<file path="src/hdl/phss_pkg.sv">
// Package for the position-hold settle sequencer.
// Payload structs, register and step codes, FSM state type and handshake structs.
// No dependencies.
package phss_pkg;

  typedef struct packed {
    logic [31:0] now_ms;
    logic        stick_active;
    logic [7:0]  update_tag;
    logic [15:0] ground_speed;
    logic        restart_hold;
    logic        keep_target;
  } in_item_t;

  typedef struct packed {
    logic [1:0] hold_status;
    logic       too_fast;
    logic       reset_nav;
    logic       capture_position;
    logic       run_controller;
    logic       track_error;
  } out_item_t;

  localparam int CFG_IDX_W  = 2;
  localparam int CFG_DATA_W = 13;

  localparam logic [CFG_IDX_W-1:0] REG_SETTLE_SPEED = 2'd0;
  localparam logic [CFG_IDX_W-1:0] REG_BRAKE_ACCEL  = 2'd1;
  localparam logic [CFG_IDX_W-1:0] REG_GPS_LAG      = 2'd2;

  localparam logic [10:0] SETTLE_RST = 11'd100;
  localparam logic [9:0]  ACCEL_RST  = 10'd100;
  localparam logic [12:0] LAG_RST    = 13'd500;

  localparam logic [1:0] HS_NONE = 2'd0;
  localparam logic [1:0] HS_WORK = 2'd1;
  localparam logic [1:0] HS_DONE = 2'd2;

  localparam logic [2:0] STEP_OVERRIDE = 3'd0;
  localparam logic [2:0] STEP_START    = 3'd1;
  localparam logic [2:0] STEP_GATHER   = 3'd2;
  localparam logic [2:0] STEP_BRAKE    = 3'd3;
  localparam logic [2:0] STEP_LAG_ARM  = 3'd4;
  localparam logic [2:0] STEP_LAG_WAIT = 3'd5;
  localparam logic [2:0] STEP_HOLD     = 3'd6;

  // brake time divider: 16-bit dividend, 10-bit divisor
  localparam int DIV_BITS = 16;
  localparam int DIV_CNT_W = $clog2(DIV_BITS);
  localparam int ACCEL_W  = 10;
  localparam int PROD_W   = DIV_BITS + ACCEL_W;
  localparam logic [ACCEL_W-1:0] MS_PER_S     = 10'd1000;
  localparam logic [PROD_W-1:0]  BRAKE_MIN_MS = 26'd1;

  typedef enum logic [2:0] {
    ST_IDLE,
    ST_EVAL,
    ST_DIV,
    ST_SCALE,
    ST_ARM,
    ST_EMIT
  } phss_state_t;

  typedef struct packed {
    logic load_in;
    logic eval;
    logic div_step;
    logic scale;
    logic arm;
    logic emit;
  } phss_cmd_t;

  typedef struct packed {
    logic need_div;
    logic div_last;
    logic out_free;
  } phss_sts_t;

endpackage

</file>
<file path="src/hdl/position_hold_settle_sequencer.sv">
// Top level of the position-hold settle sequencer.
// Joins the controller FSM (phss_ctrl) and the datapath (phss_dp); depends on phss_pkg.
//
//  channel | ports                          | beat
//  in      | in_valid in_ready in_data      | one control tick
//  out     | out_valid out_ready out_data   | one result per tick
//  cfg     | cfg_valid cfg_ready cfg_index  | one register write
//          | cfg_data                       |
//
// A tick passes through capture, evaluate and emit; its result is registered at emit. A tick
// that arms the brake deadline also runs the 16-step serial divider for v/a, then the
// multiply and the clamp-and-add of the deadline, before emit.
// One tick is in flight at a time; in_ready returns once the result is registered.
// A stalled result holds in the output register; the next tick waits only at emit.
// Synchronous active-low reset; no clearing pass. cfg_ready is always high.
module position_hold_settle_sequencer #(
  parameter int unsigned STICK_CENTER_MS = 350,
  parameter int unsigned GATHER_MS       = 1000,
  parameter int unsigned MAX_BRAKE_MS    = 5000
) (
  input  logic                              clk,
  input  logic                              rst_n,
  input  logic                              in_valid,
  output logic                              in_ready,
  input  phss_pkg::in_item_t                in_data,
  output logic                              out_valid,
  input  logic                              out_ready,
  output phss_pkg::out_item_t               out_data,
  input  logic                              cfg_valid,
  output logic                              cfg_ready,
  input  logic [phss_pkg::CFG_IDX_W-1:0]    cfg_index,
  input  logic [phss_pkg::CFG_DATA_W-1:0]   cfg_data
);
  import phss_pkg::*;

  phss_cmd_t cmd;
  phss_sts_t sts;

  assign cfg_ready = 1'b1;

  phss_ctrl u_ctrl (
    .clk      (clk),
    .rst_n    (rst_n),
    .in_valid (in_valid),
    .in_ready (in_ready),
    .sts      (sts),
    .cmd      (cmd)
  );

  phss_dp #(
    .STICK_CENTER_MS (STICK_CENTER_MS),
    .GATHER_MS       (GATHER_MS),
    .MAX_BRAKE_MS    (MAX_BRAKE_MS)
  ) u_dp (
    .clk       (clk),
    .rst_n     (rst_n),
    .cmd       (cmd),
    .sts       (sts),
    .in_data   (in_data),
    .cfg_we    (cfg_valid && cfg_ready),
    .cfg_index (cfg_index),
    .cfg_data  (cfg_data),
    .out_valid (out_valid),
    .out_ready (out_ready),
    .out_data  (out_data)
  );

endmodule

</file>
<file path="src/hdl/phss_ctrl.sv">
// Controller FSM of the position-hold settle sequencer.
// Sequences input capture, cascade evaluation, brake-time divide and result emit.
// Depends on phss_pkg.
module phss_ctrl (
  input  logic                clk,
  input  logic                rst_n,
  input  logic                in_valid,
  output logic                in_ready,
  input  phss_pkg::phss_sts_t sts,
  output phss_pkg::phss_cmd_t cmd
);
  import phss_pkg::*;

  phss_state_t state_r, state_nxt;

  always_ff @(posedge clk) begin
    if (!rst_n) begin
      state_r <= ST_IDLE;
    end else begin
      state_r <= state_nxt;
    end
  end

  always_comb begin
    state_nxt = state_r;
    case (state_r)
      ST_IDLE: begin
        if (in_valid) state_nxt = ST_EVAL;
      end
      ST_EVAL: begin
        state_nxt = sts.need_div ? ST_DIV : ST_EMIT;
      end
      ST_DIV: begin
        if (sts.div_last) state_nxt = ST_SCALE;
      end
      ST_SCALE: state_nxt = ST_ARM;
      ST_ARM:   state_nxt = ST_EMIT;
      ST_EMIT: begin
        if (sts.out_free) state_nxt = ST_IDLE;
      end
      default: state_nxt = ST_IDLE;
    endcase
  end

  always_comb begin
    cmd      = '0;
    in_ready = 1'b0;
    case (state_r)
      ST_IDLE: begin
        in_ready    = 1'b1;
        cmd.load_in = in_valid;
      end
      ST_EVAL:  cmd.eval     = 1'b1;
      ST_DIV:   cmd.div_step = 1'b1;
      ST_SCALE: cmd.scale    = 1'b1;
      ST_ARM:   cmd.arm      = 1'b1;
      ST_EMIT:  cmd.emit     = sts.out_free;
      default: begin
        cmd      = '0;
        in_ready = 1'b0;
      end
    endcase
  end

endmodule

</file>
<file path="src/hdl/phss_dp.sv">
// Datapath of the position-hold settle sequencer.
// Cascade state, config registers, serial brake-time divider and output register.
// Depends on phss_pkg.
module phss_dp #(
  parameter int unsigned STICK_CENTER_MS = 350,
  parameter int unsigned GATHER_MS       = 1000,
  parameter int unsigned MAX_BRAKE_MS    = 5000
) (
  input  logic                                 clk,
  input  logic                                 rst_n,
  input  phss_pkg::phss_cmd_t                  cmd,
  output phss_pkg::phss_sts_t                  sts,
  input  phss_pkg::in_item_t                   in_data,
  input  logic                                 cfg_we,
  input  logic [phss_pkg::CFG_IDX_W-1:0]       cfg_index,
  input  logic [phss_pkg::CFG_DATA_W-1:0]      cfg_data,
  output logic                                 out_valid,
  input  logic                                 out_ready,
  output phss_pkg::out_item_t                  out_data
);
  import phss_pkg::*;

  // config
  logic [10:0]        settle_r;
  logic [ACCEL_W-1:0] accel_r;
  logic [12:0]        lag_r;

  // cascade state
  logic [2:0]  step_r;
  logic [31:0] blind_r;
  logic [31:0] phase_r;
  logic [15:0] avg_r;
  logic [7:0]  tag_r;
  logic        limit_r;
  logic        ovr_r;
  logic        first_r;
  logic        reuse_r;

  in_item_t  item_r;
  out_item_t res_r;
  out_item_t out_r;
  logic      out_valid_r, out_valid_nxt;

  // divider
  logic [DIV_BITS-1:0]  quo_r;
  logic [ACCEL_W-1:0]   rem_r;
  logic [DIV_CNT_W-1:0] cnt_r;
  logic [PROD_W-1:0]    prod_r;

  // evaluation results
  logic [2:0]  step_nxt;
  logic [31:0] blind_nxt;
  logic [31:0] phase_nxt;
  logic [15:0] avg_nxt;
  logic [7:0]  tag_nxt;
  logic        limit_nxt, ovr_nxt, first_nxt, reuse_nxt;
  logic        need_div;
  out_item_t   res_nxt;

  function automatic logic [15:0] avg_in(input logic [15:0] a, input logic [15:0] s);
    logic [16:0] d;
    logic [15:0] r;
    if (s >= a) begin
      d = {1'b0, s} - {1'b0, a};
      r = a + d[16:1];
    end else begin
      d = {1'b0, a} - {1'b0, s} + 17'd1;
      r = a - d[16:1];
    end
    return r;
  endfunction

  always_comb begin
    logic        rn, cap, tr;
    logic [1:0]  st;
    logic [31:0] now;
    now       = item_r.now_ms;
    step_nxt  = step_r;
    blind_nxt = blind_r;
    phase_nxt = phase_r;
    avg_nxt   = avg_r;
    tag_nxt   = tag_r;
    limit_nxt = limit_r;
    ovr_nxt   = ovr_r;
    first_nxt = first_r;
    reuse_nxt = reuse_r;
    need_div  = 1'b0;
    rn        = 1'b0;
    cap       = 1'b0;
    tr        = 1'b0;
    st        = HS_NONE;

    if (item_r.restart_hold) begin
      first_nxt = 1'b1;
      reuse_nxt = item_r.keep_target;
    end
    if (first_nxt) begin
      step_nxt  = STEP_START;
      first_nxt = 1'b0;
      ovr_nxt   = 1'b0;
      blind_nxt = '0;
      rn        = 1'b1;
    end
    // stick release blind timer
    if (item_r.stick_active) begin
      blind_nxt = '0;
      step_nxt  = STEP_OVERRIDE;
      ovr_nxt   = 1'b1;
      first_nxt = 1'b0;
    end else if (ovr_nxt) begin
      if (blind_nxt == '0) blind_nxt = now + 32'(STICK_CENTER_MS);
      else if (now >= blind_nxt) first_nxt = 1'b1;
    end

    case (step_nxt)
      STEP_OVERRIDE: begin
        limit_nxt = 1'b1;
        reuse_nxt = 1'b0;
        rn        = 1'b1;
      end
      STEP_START, STEP_GATHER: begin
        st = HS_WORK;
        if (step_nxt == STEP_START) begin
          limit_nxt = 1'b1;
          phase_nxt = now + 32'(GATHER_MS);
          avg_nxt   = item_r.ground_speed;
          tag_nxt   = item_r.update_tag;
          step_nxt  = STEP_GATHER;
        end
        if (tag_nxt != item_r.update_tag) begin
          tag_nxt = item_r.update_tag;
          avg_nxt = avg_in(avg_nxt, item_r.ground_speed);
          if (now >= phase_nxt) begin
            phase_nxt = '0;
            step_nxt  = STEP_BRAKE;
          end
        end
      end
      STEP_BRAKE: begin
        st = HS_WORK;
        if (tag_nxt != item_r.update_tag) begin
          tag_nxt = item_r.update_tag;
          avg_nxt = avg_in(avg_nxt, item_r.ground_speed);
          if (avg_nxt < {5'd0, settle_r}) step_nxt = STEP_LAG_ARM;
          else if (phase_nxt == '0) need_div = 1'b1;
          else if (now >= phase_nxt) step_nxt = STEP_LAG_ARM;
        end
      end
      STEP_LAG_ARM, STEP_LAG_WAIT: begin
        st = HS_WORK;
        if (step_nxt == STEP_LAG_ARM) begin
          limit_nxt = 1'b0;
          phase_nxt = now + {19'd0, lag_r};
          step_nxt  = STEP_LAG_WAIT;
        end
        if (now >= phase_nxt) begin
          cap      = !reuse_nxt;
          rn       = 1'b1;
          step_nxt = STEP_HOLD;
        end
      end
      STEP_HOLD: begin
        limit_nxt = 1'b0;
        ovr_nxt   = 1'b0;
        tr        = 1'b1;
        st        = HS_DONE;
      end
      default: st = HS_NONE;
    endcase

    res_nxt.hold_status      = st;
    res_nxt.too_fast         = limit_nxt;
    res_nxt.reset_nav        = rn;
    res_nxt.capture_position = cap;
    res_nxt.run_controller   = !ovr_nxt;
    res_nxt.track_error      = tr;
  end

  // restoring divide step
  logic [ACCEL_W-1:0] accel_eff;
  logic [ACCEL_W:0]   trial;
  logic               q_bit;
  logic [ACCEL_W:0]   trial_sub;
  logic [PROD_W-1:0]  brake_t;

  assign accel_eff = (accel_r == '0) ? ACCEL_W'(1) : accel_r;
  assign trial     = {rem_r, quo_r[DIV_BITS-1]};
  assign q_bit     = trial >= {1'b0, accel_eff};
  assign trial_sub = trial - {1'b0, accel_eff};

  // clamp brake time to the allowed window
  always_comb begin
    if (prod_r < BRAKE_MIN_MS) brake_t = BRAKE_MIN_MS;
    else if (prod_r > PROD_W'(MAX_BRAKE_MS)) brake_t = PROD_W'(MAX_BRAKE_MS);
    else brake_t = prod_r;
  end

  always_ff @(posedge clk) begin
    if (!rst_n) begin
      settle_r    <= SETTLE_RST;
      accel_r     <= ACCEL_RST;
      lag_r       <= LAG_RST;
      step_r      <= STEP_OVERRIDE;
      blind_r     <= '0;
      phase_r     <= '0;
      avg_r       <= '0;
      tag_r       <= '0;
      limit_r     <= 1'b0;
      ovr_r       <= 1'b0;
      first_r     <= 1'b0;
      reuse_r     <= 1'b0;
      cnt_r       <= '0;
      out_valid_r <= 1'b0;
    end else begin
      out_valid_r <= out_valid_nxt;
      if (cfg_we) begin
        case (cfg_index)
          REG_SETTLE_SPEED: settle_r <= cfg_data[10:0];
          REG_BRAKE_ACCEL:  accel_r  <= cfg_data[ACCEL_W-1:0];
          REG_GPS_LAG:      lag_r    <= cfg_data;
          default: ;
        endcase
      end
      if (cmd.eval) begin
        step_r  <= step_nxt;
        blind_r <= blind_nxt;
        phase_r <= phase_nxt;
        avg_r   <= avg_nxt;
        tag_r   <= tag_nxt;
        limit_r <= limit_nxt;
        ovr_r   <= ovr_nxt;
        first_r <= first_nxt;
        reuse_r <= reuse_nxt;
        cnt_r   <= DIV_CNT_W'(DIV_BITS - 1);
      end else if (cmd.div_step) begin
        cnt_r <= cnt_r - 1'b1;
      end
      if (cmd.arm) phase_r <= item_r.now_ms + 32'(brake_t);
    end
  end

  always_ff @(posedge clk) begin
    if (cmd.load_in) item_r <= in_data;
    if (cmd.eval) begin
      res_r <= res_nxt;
      quo_r <= avg_nxt - {5'd0, settle_r};
      rem_r <= '0;
    end else if (cmd.div_step) begin
      quo_r <= {quo_r[DIV_BITS-2:0], q_bit};
      rem_r <= q_bit ? trial_sub[ACCEL_W-1:0] : trial[ACCEL_W-1:0];
    end
    if (cmd.scale) prod_r <= PROD_W'(quo_r) * PROD_W'(MS_PER_S);
    if (cmd.emit) out_r <= res_r;
  end

  always_comb begin
    out_valid_nxt = out_valid_r;
    if (cmd.emit) out_valid_nxt = 1'b1;
    else if (out_ready) out_valid_nxt = 1'b0;
  end

  assign sts.need_div = need_div;
  assign sts.div_last = (cnt_r == '0);
  assign sts.out_free = !out_valid_r || out_ready;
  assign out_valid    = out_valid_r;
  assign out_data     = out_r;

endmodule

</file>
<file path="config.mk">
export PLATFORM = sky130hd
export DESIGN_NAME = position_hold_settle_sequencer
export DESIGN_NICKNAME = d
export VERILOG_FILES = /design/src/hdl/phss_pkg.sv /design/src/hdl/position_hold_settle_sequencer.sv /design/src/hdl/phss_ctrl.sv /design/src/hdl/phss_dp.sv
export SDC_FILE = /design/constraint.sdc
export NUM_CORES = 1
export LEC_CHECK = 0
export BUFFER_PORTS_ARGS = -buffer_cell sky130_fd_sc_hd__buf_4
export CORE_AREA = 2 2 199 348
export CTS_BUF_LIST = sky130_fd_sc_hd__clkbuf_16
export CTS_CLUSTER_SIZE = 12
export DETAILED_ROUTE_END_ITERATION = 7
export DIE_AREA = 0 0 201 350
export PLACE_DENSITY_LB_ADDON = 0.1
export SKIP_CTS_REPAIR_TIMING = 1
export SYNTH_ARGS = -nofsm -noshare
export SYNTH_HDL_FRONTEND = slang
export SYNTH_SLANG_ARGS = --single-unit
</file>
<file path="constraint.sdc">
create_clock -name clk -period 13.73 [get_ports clk]
set_clock_uncertainty 0.15 [all_clocks]
set_input_delay 2.0595 -clock clk [delete_from_list [all_inputs] [get_ports clk]]
set_output_delay 2.0595 -clock clk [all_outputs]
set_load 0.005 [all_outputs]
</file>
* After elaboration in Yosys (flattened, before gate mapping)
Cells that the tools add are included.
Word-level totals: flip-flop bits (word level) 259, bits of input ports 79, output and inout bits 10
Cells by class: $add $sub $neg 17, $mul 1, order comparisons 10, equality and inequality tests 19, mux-type cells 83, reduce and logical (&&, ||, !) cells 26
Operators with widths (number):
- 2-to-1 mux 32 bit | 12
- 2-to-1 mux 16 bit | 10
- greater-or-equal comparator 32 bit | 4
- subtractor 16 x 16 -> 17 bit | 4
- zero test 32 bit | 2
- case mux 32 bit (2 select lines) | 1
- 2-to-1 mux 26 bit | 2
- 2-to-1 mux 3 bit | 15
- adder 17 x 1 -> 17 bit, second input constant | 2
- adder 16 bit | 2
- adder 32 x 10 -> 32 bit, second input constant | 1
- adder 32 x 13 -> 32 bit | 1
- adder 32 x 26 -> 32 bit | 1
- adder 32 x 9 -> 32 bit, second input constant | 1
- greater-or-equal comparator 16 bit | 2
- 2-to-1 mux 8 bit | 4
- case mux 16 bit (2 select lines) | 1
- subtractor 16 bit | 2
- 2-to-1 mux 1 bit | 28
- > comparator 26 x 13 -> 1 bit, second input constant | 1
- < comparator 26 x 1 -> 1 bit, second input constant | 1
- multiplier 16 x 7 -> 23 bit, second input constant | 1
- 2-to-1 mux 10 bit | 2
- case mux 3 bit (6 select lines) | 1
- other kinds (31) | 55

* Longest topological paths before layout
depth after elaboration 14, depth in mapped cells 39, mapped depth without buffers 34

* Hierarchy
A second synthesis with hierarchy kept.
Unflattened totals: cell total of the unflattened synthesis 3243, area total of the unflattened synthesis 26948.3 um^2
By module, submodules not included:
- phss_dp | times used 1, cells an instance 3214, area each 26718.1 um^2, sequential area each 6246.0 um^2
- phss_ctrl | times used 1, cells an instance 27, area each 219.0 um^2, sequential area each 60.1 um^2
- position_hold_settle_sequencer | times used 1, cells an instance 2, area each 11.3 um^2, sequential area each 0.0 um^2

* Least setup slack after synthesis
OpenSTA, ideal clock, no wires.
path type register to register, start register u_dp.step_r[2], end register u_dp.quo_r[15], data pin, arrival 7.746 ns, data required time 13.307 ns, path slack 5.560 ns, stages on the path, launching flop included 38, path through dfxtp_1 > buf_2 > or4b_4 > nand2_1 > clkbuf_1 > mux2i_1 > inv_1 > ha_1 > buf_2 > and3_1 > nand2_1 > nor4_1 > and3b_1 > a21oi_1 > clkbuf_1 > clkbuf_1 > o21ai_0 > ha_1 > [2 not listed] > a21oi_1 > o21bai_1 > a21oi_1 > o21bai_1 > a21oi_1 > xnor2_1 > a21oi_1 > o21ai_0 > a21o_1 > ha_1 > and3_1 > a211o_1 > a21o_1 > a21oi_1 > nand2_1 > nor3_1 > and3_1 > a211oi_1
Between the ends: longest elaborated chain between the ends 13, elaborated cells on any way between the ends 22
RTL lines:
- start: declaration | line phss_dp.sv:29 | logic [2:0] step_r;
- start signal: assignment | line phss_dp.sv:225 | step_r <= step_nxt;
- 2-to-1 mux 3 bit * | line phss_dp.sv:97 | if (first_nxt) begin
- 2-to-1 mux 3 bit * | line phss_dp.sv:105 | if (item_r.stick_active) begin
- == test 3 x 1 -> 1 bit | line phss_dp.sv:115, phss_dp.sv:123
- 2-to-1 mux 16 bit | line phss_dp.sv:123 | if (step_nxt == STEP_START) begin
- 2-to-1 mux 16 bit | line phss_dp.sv:115 | case (step_nxt)
- subtractor 16 x 16 -> 17 bit | line phss_dp.sv:67 | d = {1'b0, a} - {1'b0, s} + 17'd1;
- adder 17 x 1 -> 17 bit | line phss_dp.sv:67
- subtractor 16 bit | line phss_dp.sv:68 | r = a - d[16:1];
- 2-to-1 mux 16 bit | line phss_dp.sv:63 | if (s >= a) begin
- 2-to-1 mux 16 bit | line phss_dp.sv:130 | if (tag_nxt != item_r.update_tag) begin
- case mux 16 bit (2 select lines) * | line phss_dp.sv:115
- via u_dp.avg_nxt[8] | line phss_dp.sv:54 | logic [15:0] avg_nxt;
- subtractor 16 x 11 -> 16 bit * | line phss_dp.sv:246 | quo_r <= avg_nxt - {5'd0, settle_r};
- 2-to-1 mux 16 bit * | line phss_dp.sv:244 | if (cmd.eval) begin
- end signal: assignment | line phss_dp.sv:246
- end signal: assignment | line phss_dp.sv:249 | quo_r <= {quo_r[DIV_BITS-2:0], q_bit};
- end: declaration | line phss_dp.sv:45 | logic [DIV_BITS-1:0] quo_r;
The timed path passes the listed nets; every way through them passes the cells marked *. The select of a mux whose other input is x is not followed. A chain may end at the register's enable or synchronous reset.

* Worst setup path after layout
start register u_dp.item_r[26] in the netlist's numbering, end register u_dp.quo_r[15], data pin
Between the ends: longest elaborated chain between the ends 12, elaborated cells on any way between the ends 21
RTL lines:
- start: declaration | line phss_dp.sv:39 | in_item_t item_r;
- start signal: assignment | line phss_dp.sv:243 | if (cmd.load_in) item_r <= in_data;
- 2-to-1 mux 3 bit * | line phss_dp.sv:105
- == test 3 x 1 -> 1 bit | line phss_dp.sv:115, phss_dp.sv:123
- 2-to-1 mux 16 bit | line phss_dp.sv:123
- 2-to-1 mux 16 bit | line phss_dp.sv:115
- subtractor 16 x 16 -> 17 bit | line phss_dp.sv:67
- adder 17 x 1 -> 17 bit | line phss_dp.sv:67
- subtractor 16 bit | line phss_dp.sv:68
- 2-to-1 mux 16 bit | line phss_dp.sv:63
- 2-to-1 mux 16 bit | line phss_dp.sv:130
- case mux 16 bit (2 select lines) * | line phss_dp.sv:115
- via u_dp.avg_nxt[8] | line phss_dp.sv:54
- subtractor 16 x 11 -> 16 bit * | line phss_dp.sv:246
- 2-to-1 mux 16 bit * | line phss_dp.sv:244
Marks and branches as above.

==> metrics.cfg <==
[detailed_routing]
firstDrtPassIters = 5
vias_per_cell = 5.807
drcViolationCount = 0
postRouteAntennaNets = 0
drtIter0Drc = 1367
wire_per_inst_um = 21.71
wirelength_um = 91120
vias = 24380

[cts]
htree_levels = 1
cts_buffers = 30
cts.sinks = 259
cts-root-buf = clkbuf_16
path_clk_slew_ns = 0.06
clk_latency_ns = 0.61
clockBufferDepth = 3
tritoncts = built

[floorplanning]
start_util_pct = 39.73
dieArea_um2 = 70350
rows = 126
die_w_um = 201
io-pin-count = 89
fp.coreArea_um2 = 67320
fp.dieH_um = 350

[synthesis]
seq_area_frac_synth_pct = 23.58
syn_area_um2 = 26740
yosysWarnings = 0
avgSynthCellArea_um2 = 8.285
yosysUniqueCellTypes = 103
synth_edf_count = 112
synth_seq_cells = 259
synthCells = 3228
async_flop_share_pct = 0
synth-main-ff-cell = dfxtp_1

[final_layout]
fin_util_pct = 43.67
insertedDiodeCount = 0
layout_commonest_cell = ha_1
layout.cells.non_filler = 4198
nets = 3798
layout_common_cells = ha_1, a21oi_1, nor2_1
nFillCells = 6835
area_delta_synth_final_pct = 9.914
drive_gt1_share_pct = 7.268

[hold_path]
worstHoldStart = u_dp.res_r[5]$_DFFE_PP_
whs_path_depth = 0
hold_class = register to register

[global_routing]
grt_pass1_wl_um = 140300
use_met1_pct = 25.33
grtUsageMet3_pct = 2.179
grt-busiest-layer = met2
grt_pass1_vias = 25130
met2_usage_pct = 50.36
grt_max_degree = 77
antenna_found_initial = 1
grt-ovfl-total = 0
track_usage_pct = 25.64

[sta]
max_slew.worst_pin.slew_ns = 1.254
fin_crit_sh_pct = 64.82
tns_ns = 0
rsz0062_at_grt = no
setup_ws_ns = 4.830
fmax_mhz = 112.4
slew_violations = 0
setup_violations = 0
slew-limit-headroom_pct = 15.34
finalHoldViolations = 0
fin_crit_ns = 8.900

[critical_path]
reg2reg_from = u_dp.item_r[26]$_DFFE_PP_
cp_max_fo = 25
cp_slowest_cell = edfxtp_1
slowest_delay_ns = 0.64
r2r_cells = 32
critPathLaunch = u_dp.item_r[26]$_DFFE_PP_
cp-start-kind = register
crit_top_cell = a21oi_1
critical_path_class = register to register
worstPathRequired_ns = 14.01
cp-end-kind = register
crit_arrival_ns = 9.18

[power]
power_switching_mw = 3.653
sw_frac_of_total_pct = 48.15
ir_drop_v = 0.0003971
combPwrFrac_pct = 72.3
p_per_area_nw_per_um2 = 258.1
intPower_mw = 3.935
pwr-share-clk_pct = 10.6
leakage_nw = 12.19
p_seq_share_pct = 17.0

[place]
pre_cts_slack_ns = 4.919
routabilityCongestion = 0.9620
dp_cells = 4143
port_buffers = 87
dp_hpwl_um = 71890

[job]
drv_cap = 0

[status]
status = finished clean

path summary, 6_finish.rpt:
kind / endpoint / slack (ns)
setup / recovery: u_dp.quo_r[15]$_DFFE_PP_ / 4.83
hold / removal: u_dp.out_data[5]$_DFFE_PP_ / 0.27
setup reg to reg: u_dp.quo_r[15]$_DFFE_PP_ / 4.83
hold reg to reg: u_dp.out_data[5]$_DFFE_PP_ / 0.27
critical path, delay by kind of cell, from the launching register on:
family | cells | cell delay [ns]
buffers and inverters | 2 | 0.51
AOI/OAI and AO/OA | 15 | 3.25
adders and majority gates | 3 | 1.22
muxes | 2 | 0.73
xor gates and xnor gates | 1 | 0.09
DFF | 1 | 0.64
and+or+nand+nor | 9 | 2.14
final cells by class:
| cell class | count | area, µm² | share of cell area (%) |
|---|---|---|---|
| Multi-Input combinational cell | 2675 | 19350 | 65.83 |
| Sequential cell | 259 | 6306 | 21.45 |
| Tap cell | 896 | 1121 | 3.814 |
| Timing Repair Buffer | 127 | 953.4 | 3.244 |
| Clock buffer | 30 | 750.7 | 2.554 |
| Inverter | 186 | 699.4 | 2.379 |
| Clock inverter | 25 | 212.7 | 0.7236 |
flip-flops by register name (all words and copies together) (netlist names), 3 cells and up:
signal and flops:
u_dp.blind_r 32, u_dp.tag_r 8, u_ctrl.state_r 3, u_dp.settle_r 11, u_dp.lag_r 13, u_dp.avg_r 16, u_dp.out_data 7, u_dp.prod_r 23
u_dp.step_r 3, u_dp.res_r 7, u_dp.rem_r 10, u_dp.phase_r 32, u_dp.cnt_r 4, u_dp.quo_r 16, u_dp.item_r 59, u_dp.accel_r 10
cells in the mapped netlist (71+ instances only):
master    number  area share (%)
ha_1         378              18
a21oi_1      294             5.5
nor2_1       292             4.1
nand2_1      274             3.8
o21ai_0      205             3.8
inv_1        185             2.6
xnor2_1      149             4.9
dfxtp_1      147              11
edfxtp_1     112              13
clkbuf_1     110             1.5
a21o_1       104             2.9
nor3_1        80             1.5
xor2_1        71             2.3
power by group through the flow:
stage / Combinational, mW / Clock [mW] / Sequential, mW
6_report: 5.49 / 0.808 / 1.29
5_1_grt: 6.21 / 0.864 / 1.31
4_1_cts: 5.52 / 0.834 / 1.29
3_5_place_dp: 5.48 / 0 / 1.31
3_3_place_gp: 5.39 / 0 / 1.31
2_1_floorplan: 4.20 / 0 / 1.23
metal layers:
metal  vias to the layer above  routed length (µm)
li1                      11780                   -
met1                     11640               32370
met2                       647               49040
met3                       308                2870
met4                         2                6834
met5                         -                  11
cell families (layout without fill, tap and decap cells):
family	after synthesis	in the layout	share of synthesized area [%]
simple gates	1016	1016	18.26
compound gates	939	939	22.41
fa+ha+maj	443	443	22.45
buf+inv	306	368	4.351
flops	259	259	23.58
xor+xnor	223	223	7.411
mux	40	40	1.521
other cells	2	14	0.02808
per-stage QoR:
step / cell area [µm²] / total power [mW] / hold slack, ns
final: 29390 / 7.588 / 0.2662
after global placement: 28430 / 6.693 / 0.2572
after global routing: 29390 / 8.381 / 0.2766
after CTS: 29390 / 7.645 / 0.2683
after detailed placement: 28430 / 6.783 / 0.2552
after floorplan: 26790 / 5.430 / 0.2503
Note: power is estimated with default switching activity, not from simulation.
